`src/design/phc_pkg.sv`:
```
package phc_pkg;

  // Register index width of the source and destination fields
  localparam int unsigned REG_INDEX_BITS = 4;

  // Branch sequencer cycle count, saturating
  localparam int unsigned BR_CNT_BITS = 2;
  localparam logic [BR_CNT_BITS-1:0] BR_CNT_MAX    = 2'd3;
  localparam logic [BR_CNT_BITS-1:0] BR_CNT_FIRST  = 2'd1;
  localparam logic [BR_CNT_BITS-1:0] BR_CNT_SECOND = 2'd2;

  typedef logic [REG_INDEX_BITS-1:0] reg_idx_t;

  // One pipeline-cycle status request
  typedef struct packed {
    logic     instr_ready;
    logic     cache_request;
    logic     cache_ready;
    logic     seg_fault;
    logic     branch_cond_early;
    logic     branch_cond_writeback;
    reg_idx_t source_a;
    reg_idx_t source_b;
    reg_idx_t execute_dest;
    reg_idx_t memory_dest;
    logic     branch_in_execute;
  } item_t;

  // Stall, flush and acknowledge controls for one cycle
  typedef struct packed {
    logic stall_fetch;
    logic stall_decode;
    logic stall_execute;
    logic stall_memory;
    logic stall_writeback;
    logic flush_decode;
    logic flush_execute;
    logic cache_ack;
  } result_t;

  // Handshake and branch sequencer state
  typedef struct packed {
    logic                   mem_busy;
    logic                   ack_given;
    logic                   branch_active;
    logic [BR_CNT_BITS-1:0] branch_count;
    logic                   branch_wait_wb;
  } state_t;

  // Read-after-write match; register zero never hazards
  function automatic logic reads_from(input reg_idx_t src, input reg_idx_t dst);
    reads_from = (src != '0) && (dst != '0) && (src == dst);
  endfunction

endpackage

```
`src/design/phc_decide.sv`:
```
module phc_decide import phc_pkg::*; (
  input  item_t   item_i,
  input  state_t  state_i,
  output result_t result_o,
  output state_t  state_o
);

  logic mstall;
  logic hazard;

  assign hazard = reads_from(item_i.source_a, item_i.execute_dest) ||
                  reads_from(item_i.source_a, item_i.memory_dest)  ||
                  reads_from(item_i.source_b, item_i.execute_dest) ||
                  reads_from(item_i.source_b, item_i.memory_dest);

  // Priority decision: fault, missing instruction, cache, hazard, branch
  always_comb begin
    result_o = '0;
    state_o  = state_i;
    mstall   = 1'b0;
    if (item_i.seg_fault) begin
      result_o.stall_fetch     = 1'b1;
      result_o.stall_decode    = 1'b1;
      result_o.stall_execute   = 1'b1;
      result_o.stall_memory    = 1'b1;
      result_o.stall_writeback = 1'b1;
    end else if (!item_i.instr_ready) begin
      result_o.stall_fetch  = 1'b1;
      result_o.stall_decode = 1'b1;
    end else begin
      // cache ready/acknowledge handshake
      if (item_i.cache_request) begin
        if (!state_i.mem_busy) begin
          state_o.mem_busy  = 1'b1;
          state_o.ack_given = 1'b0;
        end
        if (!state_o.ack_given) begin
          if (item_i.cache_ready) begin
            state_o.ack_given  = 1'b1;
            result_o.cache_ack = 1'b1;
          end
          mstall = 1'b1;
        end else if (item_i.cache_ready) begin
          result_o.cache_ack = 1'b1;
          mstall             = 1'b1;
        end else begin
          state_o.mem_busy  = 1'b0;
          state_o.ack_given = 1'b0;
        end
      end else begin
        state_o.mem_busy  = 1'b0;
        state_o.ack_given = 1'b0;
      end

      if (mstall) begin
        result_o.stall_fetch     = 1'b1;
        result_o.stall_decode    = 1'b1;
        result_o.stall_execute   = 1'b1;
        result_o.stall_memory    = 1'b1;
        result_o.stall_writeback = 1'b1;
      end else if (hazard) begin
        result_o.stall_fetch   = 1'b1;
        result_o.stall_decode  = 1'b1;
        result_o.flush_execute = 1'b1;
      end else begin
        // branch sequencer
        if (item_i.branch_in_execute && !state_i.branch_active) begin
          state_o.branch_active  = 1'b1;
          state_o.branch_count   = '0;
          state_o.branch_wait_wb = 1'b0;
        end
        if (state_o.branch_active) begin
          if (state_o.branch_count != BR_CNT_MAX) begin
            state_o.branch_count = state_o.branch_count + BR_CNT_BITS'(1);
          end
          if (state_o.branch_count == BR_CNT_FIRST) begin
            result_o.stall_fetch  = 1'b1;
            result_o.flush_decode = 1'b1;
          end else if (state_o.branch_count == BR_CNT_SECOND) begin
            if (item_i.branch_cond_early) begin
              result_o.stall_fetch   = 1'b1;
              result_o.flush_decode  = 1'b1;
              state_o.branch_wait_wb = 1'b1;
            end else begin
              state_o.branch_active = 1'b0;
            end
          end else if (state_o.branch_wait_wb) begin
            result_o.flush_decode = 1'b1;
            if (item_i.branch_cond_writeback) begin
              state_o.branch_wait_wb = 1'b0;
              state_o.branch_active  = 1'b0;
            end else begin
              result_o.stall_fetch = 1'b1;
            end
          end else begin
            state_o.branch_active = 1'b0;
          end
        end
      end
    end
  end

endmodule

```
`src/design/phc_state.sv`:
```
module phc_state import phc_pkg::*; (
  input  logic   clk_i,
  input  logic   rst_ni,
  input  logic   commit_i,
  input  state_t state_i,
  output state_t state_o
);

  state_t state_q;

  // State advances once per request leaving the decision stage
  always_ff @(posedge clk_i or negedge rst_ni) begin
    if (!rst_ni) begin
      state_q <= '0;
    end else if (commit_i) begin
      state_q <= state_i;
    end
  end

  assign state_o = state_q;

  a_ack_needs_busy: assert property (@(posedge clk_i) disable iff (!rst_ni)
    state_q.ack_given |-> state_q.mem_busy)
    else $error("ack_given set outside a cache access");

  a_wait_needs_branch: assert property (@(posedge clk_i) disable iff (!rst_ni)
    state_q.branch_wait_wb |-> state_q.branch_active)
    else $error("writeback wait set with no branch running");

  a_hold_no_commit: assert property (@(posedge clk_i) disable iff (!rst_ni)
    !commit_i |=> $stable(state_q))
    else $error("state changed without a commit");

endmodule

```
`src/design/pipeline_hazard_controller_top.sv`:
```
// Channel | Direction | Handshake              | Payload
// in      | input     | in_valid_i / in_stall_o | status fields, one port each
// out     | output    | out_valid_o / out_stall_i | stall, flush and ack fields
//
// Each request passes an input register, is decided by combinational logic
// and lands in the result register; one request per cycle is sustained
// while the receiver does not stall the output.
// Reset clears the valid flags and the handshake and branch state.
// A stalled result holds in the result register while the input register
// takes a request only if empty; state is committed as each result is loaded.
module pipeline_hazard_controller_top import phc_pkg::*; (
  input  logic     clk_i,
  input  logic     rst_ni,
  input  logic     in_valid_i,
  output logic     in_stall_o,
  input  logic     instr_ready_i,
  input  logic     cache_request_i,
  input  logic     cache_ready_i,
  input  logic     seg_fault_i,
  input  logic     branch_cond_early_i,
  input  logic     branch_cond_writeback_i,
  input  reg_idx_t source_a_i,
  input  reg_idx_t source_b_i,
  input  reg_idx_t execute_dest_i,
  input  reg_idx_t memory_dest_i,
  input  logic     branch_in_execute_i,
  output logic     out_valid_o,
  input  logic     out_stall_i,
  output logic     stall_fetch_o,
  output logic     stall_decode_o,
  output logic     stall_execute_o,
  output logic     stall_memory_o,
  output logic     stall_writeback_o,
  output logic     flush_decode_o,
  output logic     flush_execute_o,
  output logic     cache_ack_o
);

  item_t   item_in;
  item_t   item_q;
  logic    item_valid_q;
  logic    advance;
  logic    commit;
  result_t result_d;
  result_t result_q;
  logic    result_valid_q;
  state_t  state_q;
  state_t  state_d;

  assign item_in = '{
    instr_ready:           instr_ready_i,
    cache_request:         cache_request_i,
    cache_ready:           cache_ready_i,
    seg_fault:             seg_fault_i,
    branch_cond_early:     branch_cond_early_i,
    branch_cond_writeback: branch_cond_writeback_i,
    source_a:              source_a_i,
    source_b:              source_b_i,
    execute_dest:          execute_dest_i,
    memory_dest:           memory_dest_i,
    branch_in_execute:     branch_in_execute_i
  };

  // Stage moves when the result register is empty or being taken
  assign advance    = !result_valid_q || !out_stall_i;
  assign commit     = item_valid_q && advance;
  assign in_stall_o = item_valid_q && !advance;

  // Input register
  always_ff @(posedge clk_i or negedge rst_ni) begin
    if (!rst_ni) begin
      item_valid_q <= 1'b0;
    end else if (!in_stall_o) begin
      item_valid_q <= in_valid_i;
    end
  end

  always_ff @(posedge clk_i) begin
    if (in_valid_i && !in_stall_o) begin
      item_q <= item_in;
    end
  end

  phc_decide u_decide (
    .item_i   (item_q),
    .state_i  (state_q),
    .result_o (result_d),
    .state_o  (state_d)
  );

  phc_state u_state (
    .clk_i    (clk_i),
    .rst_ni   (rst_ni),
    .commit_i (commit),
    .state_i  (state_d),
    .state_o  (state_q)
  );

  // Result register
  always_ff @(posedge clk_i or negedge rst_ni) begin
    if (!rst_ni) begin
      result_valid_q <= 1'b0;
    end else if (advance) begin
      result_valid_q <= item_valid_q;
    end
  end

  always_ff @(posedge clk_i) begin
    if (commit) begin
      result_q <= result_d;
    end
  end

  assign out_valid_o       = result_valid_q;
  assign stall_fetch_o     = result_q.stall_fetch;
  assign stall_decode_o    = result_q.stall_decode;
  assign stall_execute_o   = result_q.stall_execute;
  assign stall_memory_o    = result_q.stall_memory;
  assign stall_writeback_o = result_q.stall_writeback;
  assign flush_decode_o    = result_q.flush_decode;
  assign flush_execute_o   = result_q.flush_execute;
  assign cache_ack_o       = result_q.cache_ack;

  a_ack_stalls_all: assert property (@(posedge clk_i) disable iff (!rst_ni)
    out_valid_o && cache_ack_o |-> stall_fetch_o && stall_decode_o &&
      stall_execute_o && stall_memory_o && stall_writeback_o)
    else $error("cache acknowledge without a full stall");

  a_flush_ex_form: assert property (@(posedge clk_i) disable iff (!rst_ni)
    out_valid_o && flush_execute_o |-> stall_fetch_o && stall_decode_o &&
      !stall_execute_o && !flush_decode_o && !cache_ack_o)
    else $error("hazard result malformed");

  a_commit_loads: assert property (@(posedge clk_i) disable iff (!rst_ni)
    commit |=> out_valid_o)
    else $error("committed request lost before result register");

endmodule

```
`config.mk`:
```
export PLATFORM = sky130hd
export DESIGN_NAME = pipeline_hazard_controller_top
export DESIGN_NICKNAME = d
export VERILOG_FILES = /design/src/design/phc_pkg.sv /design/src/design/phc_decide.sv /design/src/design/phc_state.sv /design/src/design/pipeline_hazard_controller_top.sv
export SDC_FILE = /design/constraint.sdc
export NUM_CORES = 1
export LEC_CHECK = 0
export ABC_CLOCK_PERIOD_IN_PS = 1800
export BUFFER_PORTS_ARGS = -buffer_cell sky130_fd_sc_hd__buf_2
export CAP_MARGIN = 10
export CELL_PAD_IN_SITES_DETAIL_PLACEMENT = 0
export CELL_PAD_IN_SITES_GLOBAL_PLACEMENT = 1
export CORE_MARGIN = 1.5
export CORE_UTILIZATION = 40
export CTS_CLUSTER_SIZE = 12
export DETAILED_ROUTE_END_ITERATION = 7
export PLACE_DENSITY_LB_ADDON = 0.1
export SYNTH_ARGS = -nofsm -noshare
export SYNTH_HDL_FRONTEND = slang
export SYNTH_HIERARCHICAL = 1
export SYNTH_SLANG_ARGS = --single-unit
```
`constraint.sdc`:
```
create_clock -name clk_i -period 1.8 [get_ports clk_i]
set_input_delay 0.09 -clock clk_i [delete_from_list [all_inputs] [get_ports clk_i]]
set_output_delay 0.09 -clock clk_i [all_outputs]
set_load 0.02 [all_outputs]
```
=== Yosys cells after proc, flatten, opt, wreduce, memory -nomap -nowiden ===
Index checks and enable logic that the tools add are counted.

* Muxes and demuxes: 44
* Eq/ne operators: 7
* Reduce and logical (&&, ||, !) cells: 31
* Bitwise operators: 6
* Add/sub/neg operators: 1

{| class="wikitable"
|+ Operators with widths
! cell !! count
|-
| 1-bit 2-to-1 mux || 24
|-
| 2-bit 2-to-1 mux || 12
|-
| 4-bit 2-to-1 mux || 6
|-
| 4-bit == test || 4
|-
| 4-bit nonzero test || 4
|-
| 1-bit logical AND || 12
|-
| 6-bit 2-to-1 mux || 1
|-
| 1-bit inverter || 6
|-
| 3-bit OR reduction || 2
|-
| 1-bit zero test || 5
|-
| 5-bit AND reduction || 1
|-
| 5-bit OR reduction || 1
|-
| 1-bit logical OR || 4
|-
| 4-bit OR reduction || 1
|-
| 3-bit 2-to-1 mux || 1
|-
| 3-bit AND reduction || 1
|-
| 2-bit by 1-bit adder with 2-bit output (second input constant) || 1
|-
| 2-bit by 1-bit == test with 1-bit output (second input constant) || 1
|-
| 2-bit == test (second input constant) || 1
|-
| 2-bit != test (second input constant) || 1
|}

* Logic and storage cells: 115
* Register bits after elaboration: 39
* Output and inout port bits: 10

=== Longest topological paths before layout ===
* Word-level depth: 25
* Gate-level depth with buffers: 6

=== Modules after synthesis ===
Netlist, hierarchy kept.

{| class="wikitable"
|+ By module, submodules not included
! module !! area an instance (um2) !! cells an instance !! times used
|-
| pipeline_hazard_controller_top || 1023.5 || 39 || 1
|-
| phc_decide || 568.0 || 69 || 1
|-
| phc_state || 251.5 || 13 || 1
|}

=== Least setup slack after synthesis ===
OpenSTA, ideal clock, no wires.

* Path type: register -> register
* Start: reg result_valid_q (netlist: out_valid_o)
* End: reg u_state/state_o[0] (netlist name)
* Period minus slack after synthesis: 1922 ps
* Cell stages (with the launch flop): 4
* Data arrival time: 1797 ps
* Setup slack: -122 ps
* Data required time: 1675 ps
* Setup time: 125 ps
* Cells stage by stage: dfrtp_1 > a21boi_0 > buf_6 > mux2_4

* Cells in the longest elaborated chain, start to end: 4

{| class="wikitable"
|+ Ends and longest elaborated chain
! what !! RTL line !! text
|-
| start: declaration || pipeline_hazard_controller_top.sv:46 || <nowiki>logic result_valid_q;</nowiki>
|-
| start signal: assignment || pipeline_hazard_controller_top.sv:104 || <nowiki>result_valid_q <= item_valid_q;</nowiki>
|-
| 1-bit zero test || pipeline_hazard_controller_top.sv:65 || <nowiki>assign advance = !result_valid_q || !out_stall_i;</nowiki>
|-
| 1-bit logical OR || pipeline_hazard_controller_top.sv:65 ||
|-
| 1-bit logical AND || pipeline_hazard_controller_top.sv:66 || <nowiki>assign commit = item_valid_q && advance;</nowiki>
|-
| net commit || pipeline_hazard_controller_top.sv:43 || <nowiki>logic commit;</nowiki>
|-
| 5-bit AND reduction (no source line) || -- ||
|}

The timed path passes the listed nets, and every way through them passes these cells.
A chain may end at the register's enable or synchronous reset.

=== Final worst setup path ===
* Start: reg item_q[10] (netlist bit)
* End: reg u_state/state_o[3] (netlist name)

* Cells in the longest elaborated chain, start to end: 7
* Elaborated cells between the ends (all ways): 11
* Those cells by class: eq/ne: 2; bitwise: 1; reduce/logical: 8

{| class="wikitable"
|+ Ends and longest elaborated chain
! what !! RTL line !! text
|-
| start: declaration || pipeline_hazard_controller_top.sv:40 || <nowiki>item_t item_q;</nowiki>
|-
| start signal: assignment || pipeline_hazard_controller_top.sv:80 || <nowiki>item_q <= item_in;</nowiki>
|-
| 4-bit nonzero test || phc_pkg.sv:52 || <nowiki>reads_from = (src != '0) && (dst != '0) && (src == dst);</nowiki>
|-
| 1-bit logical AND (2 in a row) || phc_pkg.sv:52 ||
|-
| 1-bit logical OR || phc_decide.sv:12 || <nowiki>reads_from(item_i.source_a, item_i.memory_dest) ||</nowiki>
|-
| 1-bit logical OR (*) || phc_decide.sv:13 || <nowiki>reads_from(item_i.source_b, item_i.execute_dest) ||</nowiki>
|-
| 1-bit inverter (no source line) (*) || -- ||
|-
| 5-bit AND reduction (no source line) (*) || -- ||
|}

Every way passes the cells marked *; elsewhere a longest branch is shown, timed or not.

==> metrics.yaml <==
status: "finished, violations left"
violations: "setup timing"
fin_ws_ns: -0.162
die-area_um2: 5020
critPathSlowestCell: "edfxtp_1"
dr.pass1.iters: 4
grt_overflow: 0
rrSetupSlack_ns: -0.16
area.growth.synth_to_final_pct: 46.6
path_cells: "buf_6, xor2_2, nor4_4, a22oi_4, nand3_4, mux2_4, mux2_4"
path_max_fanout: 5
synth_warnings: 6
grt_max_degree: 24
fin_skew_ns: 0.00684
synthCells: 121
postRouteAntennaNets: 0
cp.required_ns: 1.97
antenna_found_initial: 0
synth_cell_types: 41
crit_path_start_kind: "flip-flop"
ys_seq_elements: 39
setup_viol: 6
finalNonFillerCells: 261
pre_cts_slack_ns: -0.168
avgViaCountPerCell: 4.90
crit_type: "flip-flop to flip-flop"
cts_tree: "built"
synth_area_leaders: "edfxtp_1 (51%), dfrtp_1 (11%), mux2_4 (5.7%)"
place.port_buffers: 36
drv_slew: 0
numPlacedInstances: 224
setup_tns_ns: -0.645
avgSynthCellArea_um2: 15.2
core_um2: 4380
nets: 235
crit_top_cell: "mux2_4"
diodes: 0
hold_depth: 2
cts_sinks: 39
synthesis.nets: 148
seq_area_frac_synth_pct: 61.4
timing.rr.end: "u_state/state_o[3]"
drc_errors: 0
root_buffer: "clkbuf_8"
final_layout_size_suffix_gt1_share_pct: 47.4
yosysTopAreaCell: "edfxtp_1"
synth_top_area_share_pct: 50.5
multiInputGateArea_um2: 771
max_cap_viol_count: 0
grt_pass1_wl_um: 6230
fmax_ghz: 0.510
htreeDepth: 2
cp.arrival_ns: 2.13
clk_pin_slew_ns: 0.08
vias: 1280
rows: 24
hold-path-endpoint: "out_valid_o"
io_pins: 37
hold_violations: 0
powerDensity_nw_per_um2: 957
wirelength_um: 3540
relSlewSlack_pct: 78.3
grt_setup_unrepaired: "true"
fin_crit_ns: 1.96
grtUsageTotal_pct: 16.1
num-fill-cells: 357
cts_buffers: 5
clkLatencyLatePin_ns: 0.28
clk_path_buf_depth: 2
hold_path.class: "input pin to flip-flop"
regArea_um2: 1130
p_leak_nw: 1.11
syn-cell-area_um2: 1840
first_global_vias: 1381
drt_iter0_markers: 42
max-vdd-ir-drop_mv: 0.620
rr_worst_depth: 7
cp_slowest_stage_delay_ns: 0.42
gp_congestion: 0.871
hpwl_um: 2480
r2r-start: "item_q[10]"
die-width_um: 70.9
end_kind: "flip-flop"
worstMarginPinSlew_ns: 0.323
total_power_mw: 2.59
die_h_um: 70.9
wl_per_cell_um: 13.6
worstHoldStart: "out_stall_i"
min_period_over_period_pct: 109
start_util_pct: 42.0
==> timing repair <==
item | in CTS | in global routing
endpoints found under the hold margin | 32 | 0
endpoints found under the setup margin | 6 | 7
gates resized for setup | 14 | 7
pin swaps | 7 | 6
hold buffers | 25 | 0
setup buffers | 4 | 0
==> power by group <==
| group | switching (mW) | total, mW | internal [mW] | leakage (nW) |
|---|---|---|---|---|
| Sequential | 0.0896 | 1.19 | 1.10 | 0.390 |
| Combinational | 0.311 | 0.695 | 0.385 | 0.667 |
| Clock | 0.291 | 0.705 | 0.413 | 0.0514 |
| Total | 0.691 | 2.59 | 1.89 | 1.11 |
==> layer usage <==
layer	track usage, %	vias up	wire (µm)
met5	0	-	0
met4	5.87	0	51
met3	4.56	7	165
met2	27.0	37	1800
met1	19.8	615	1530
li1	-	621	-
==> cells in the final DEF (no fill, tap or decap), types with 3 or more instances in the layout <==
| cell | netlist | final |
|---|---|---|
| a21o_1 | 3 | 3 |
| and3_1 | 3 | 3 |
| buf_2 | 0 | 36 |
| buf_4 | 2 | 17 |
| buf_6 | 1 | 5 |
| clkbuf_8 | 0 | 5 |
| dfrtp_1 | 8 | 8 |
| dlygate4sd3_1 | 0 | 25 |
| edfxtp_1 | 31 | 31 |
| inv_1 | 3 | 3 |
| mux2_4 | 7 | 7 |
| nand2_1 | 4 | 4 |
| nor4_4 | 2 | 4 |
| xor2_1 | 12 | 8 |
| xor2_2 | 0 | 4 |
==> sequential cells by signal, summed over array words and instances, names as in the netlist <==
name               count
flush_decode_o         1
stall_writeback_o      1
cache_ack_o            1
flush_execute_o        1
stall_fetch_o          1
out_valid_o            1
item_valid_q           1
stall_decode_o         1
stall_memory_o         1
u_state/state_o        6
stall_execute_o        1
item_q                23
==> final cells by class <==
type                       count  share of cell area (%)
sequential                    39                    41.9
clock inverter                 2                    1.39
tap                           52                    2.41
inverter                       3                   0.417
timing repair buffer          83                    22.7
clock buffer                   6                    2.69
multi-input combinational     76                    28.5
==> worst max-delay path: cells and delay by family, from the launching register on <==
| kind | cells | cell delay [ns] |
|---|---|---|
| AOI/OAI and AO/OA | 1 | 0.16 |
| xor gates and xnor gates | 1 | 0.15 |
| buffers and inverters | 1 | 0.15 |
| DFF | 1 | 0.42 |
| muxes | 2 | 0.55 |
| and+or+nand+nor | 2 | 0.42 |
==> cell families (layout without fill, tap and decap cells) <==
family / Yosys count / count (layout) / share of synthesized area, %
flip-flops: 39 / 39 / 61.4
AND/OR/NAND/NOR: 33 / 33 / 13.4
AO/OA/AOI/OAI: 22 / 22 / 10.9
XOR/XNOR: 14 / 14 / 6.65
multiplexers: 7 / 7 / 5.70
buffers and inverters: 6 / 94 / 2.04
==> how the worst max path moves through the flow <==
| stage | from | end | slack (ns) | depth (start not counted) |
|---|---|---|---|---|
| final | item_q[10] | u_state/state_o[3] | -0.16 | 7 |
| after global routing | item_q[13] | u_state/state_o[3] | -0.27 | 8 |
| after CTS | item_q[2] | u_state/state_o[3] | -0.17 | 6 |
| after detailed placement | item_q[13] | u_state/state_o[3] | -0.17 | 6 |
| after global placement | item_q[13] | u_state/state_o[3] | -0.14 | 6 |
| after floorplan | item_q[13] | u_state/state_o[3] | -0.08 | 6 |
==> synthesized netlist by cell type (all sizes together) <==
master   n
a41oi    2
a21boi   1
or2      4
a211oi   1
nor2b    2
a21o     4
nor4     5
nand2b   2
xnor2    2
a31o     1
mux2     7
dfrtp    8
a21oi    2
inv      3
o21bai   1
a41o     1
o21a     1
and3     3
nor3     3
or2b     1
nand3    3
and2     2
nor2     3
nand3b   1
edfxtp  31
buf      3
o21ai    4
xor2    12
a32oi    1
nand2    4
a22oi    1
a31oi    2
==> stage by stage <==
stage	instance area [µm²]	hold slack, ns	utilization [%]
after floorplan	1850	-0.206	-
final	2700	0.0580	61.6
after detailed placement	2210	-0.0491	50.3
after CTS	2670	0.0498	60.8
after global placement	2210	-0.0534	50.3
after global routing	2700	0.0527	61.6
Note: power is estimated with default switching activity, not from simulation.
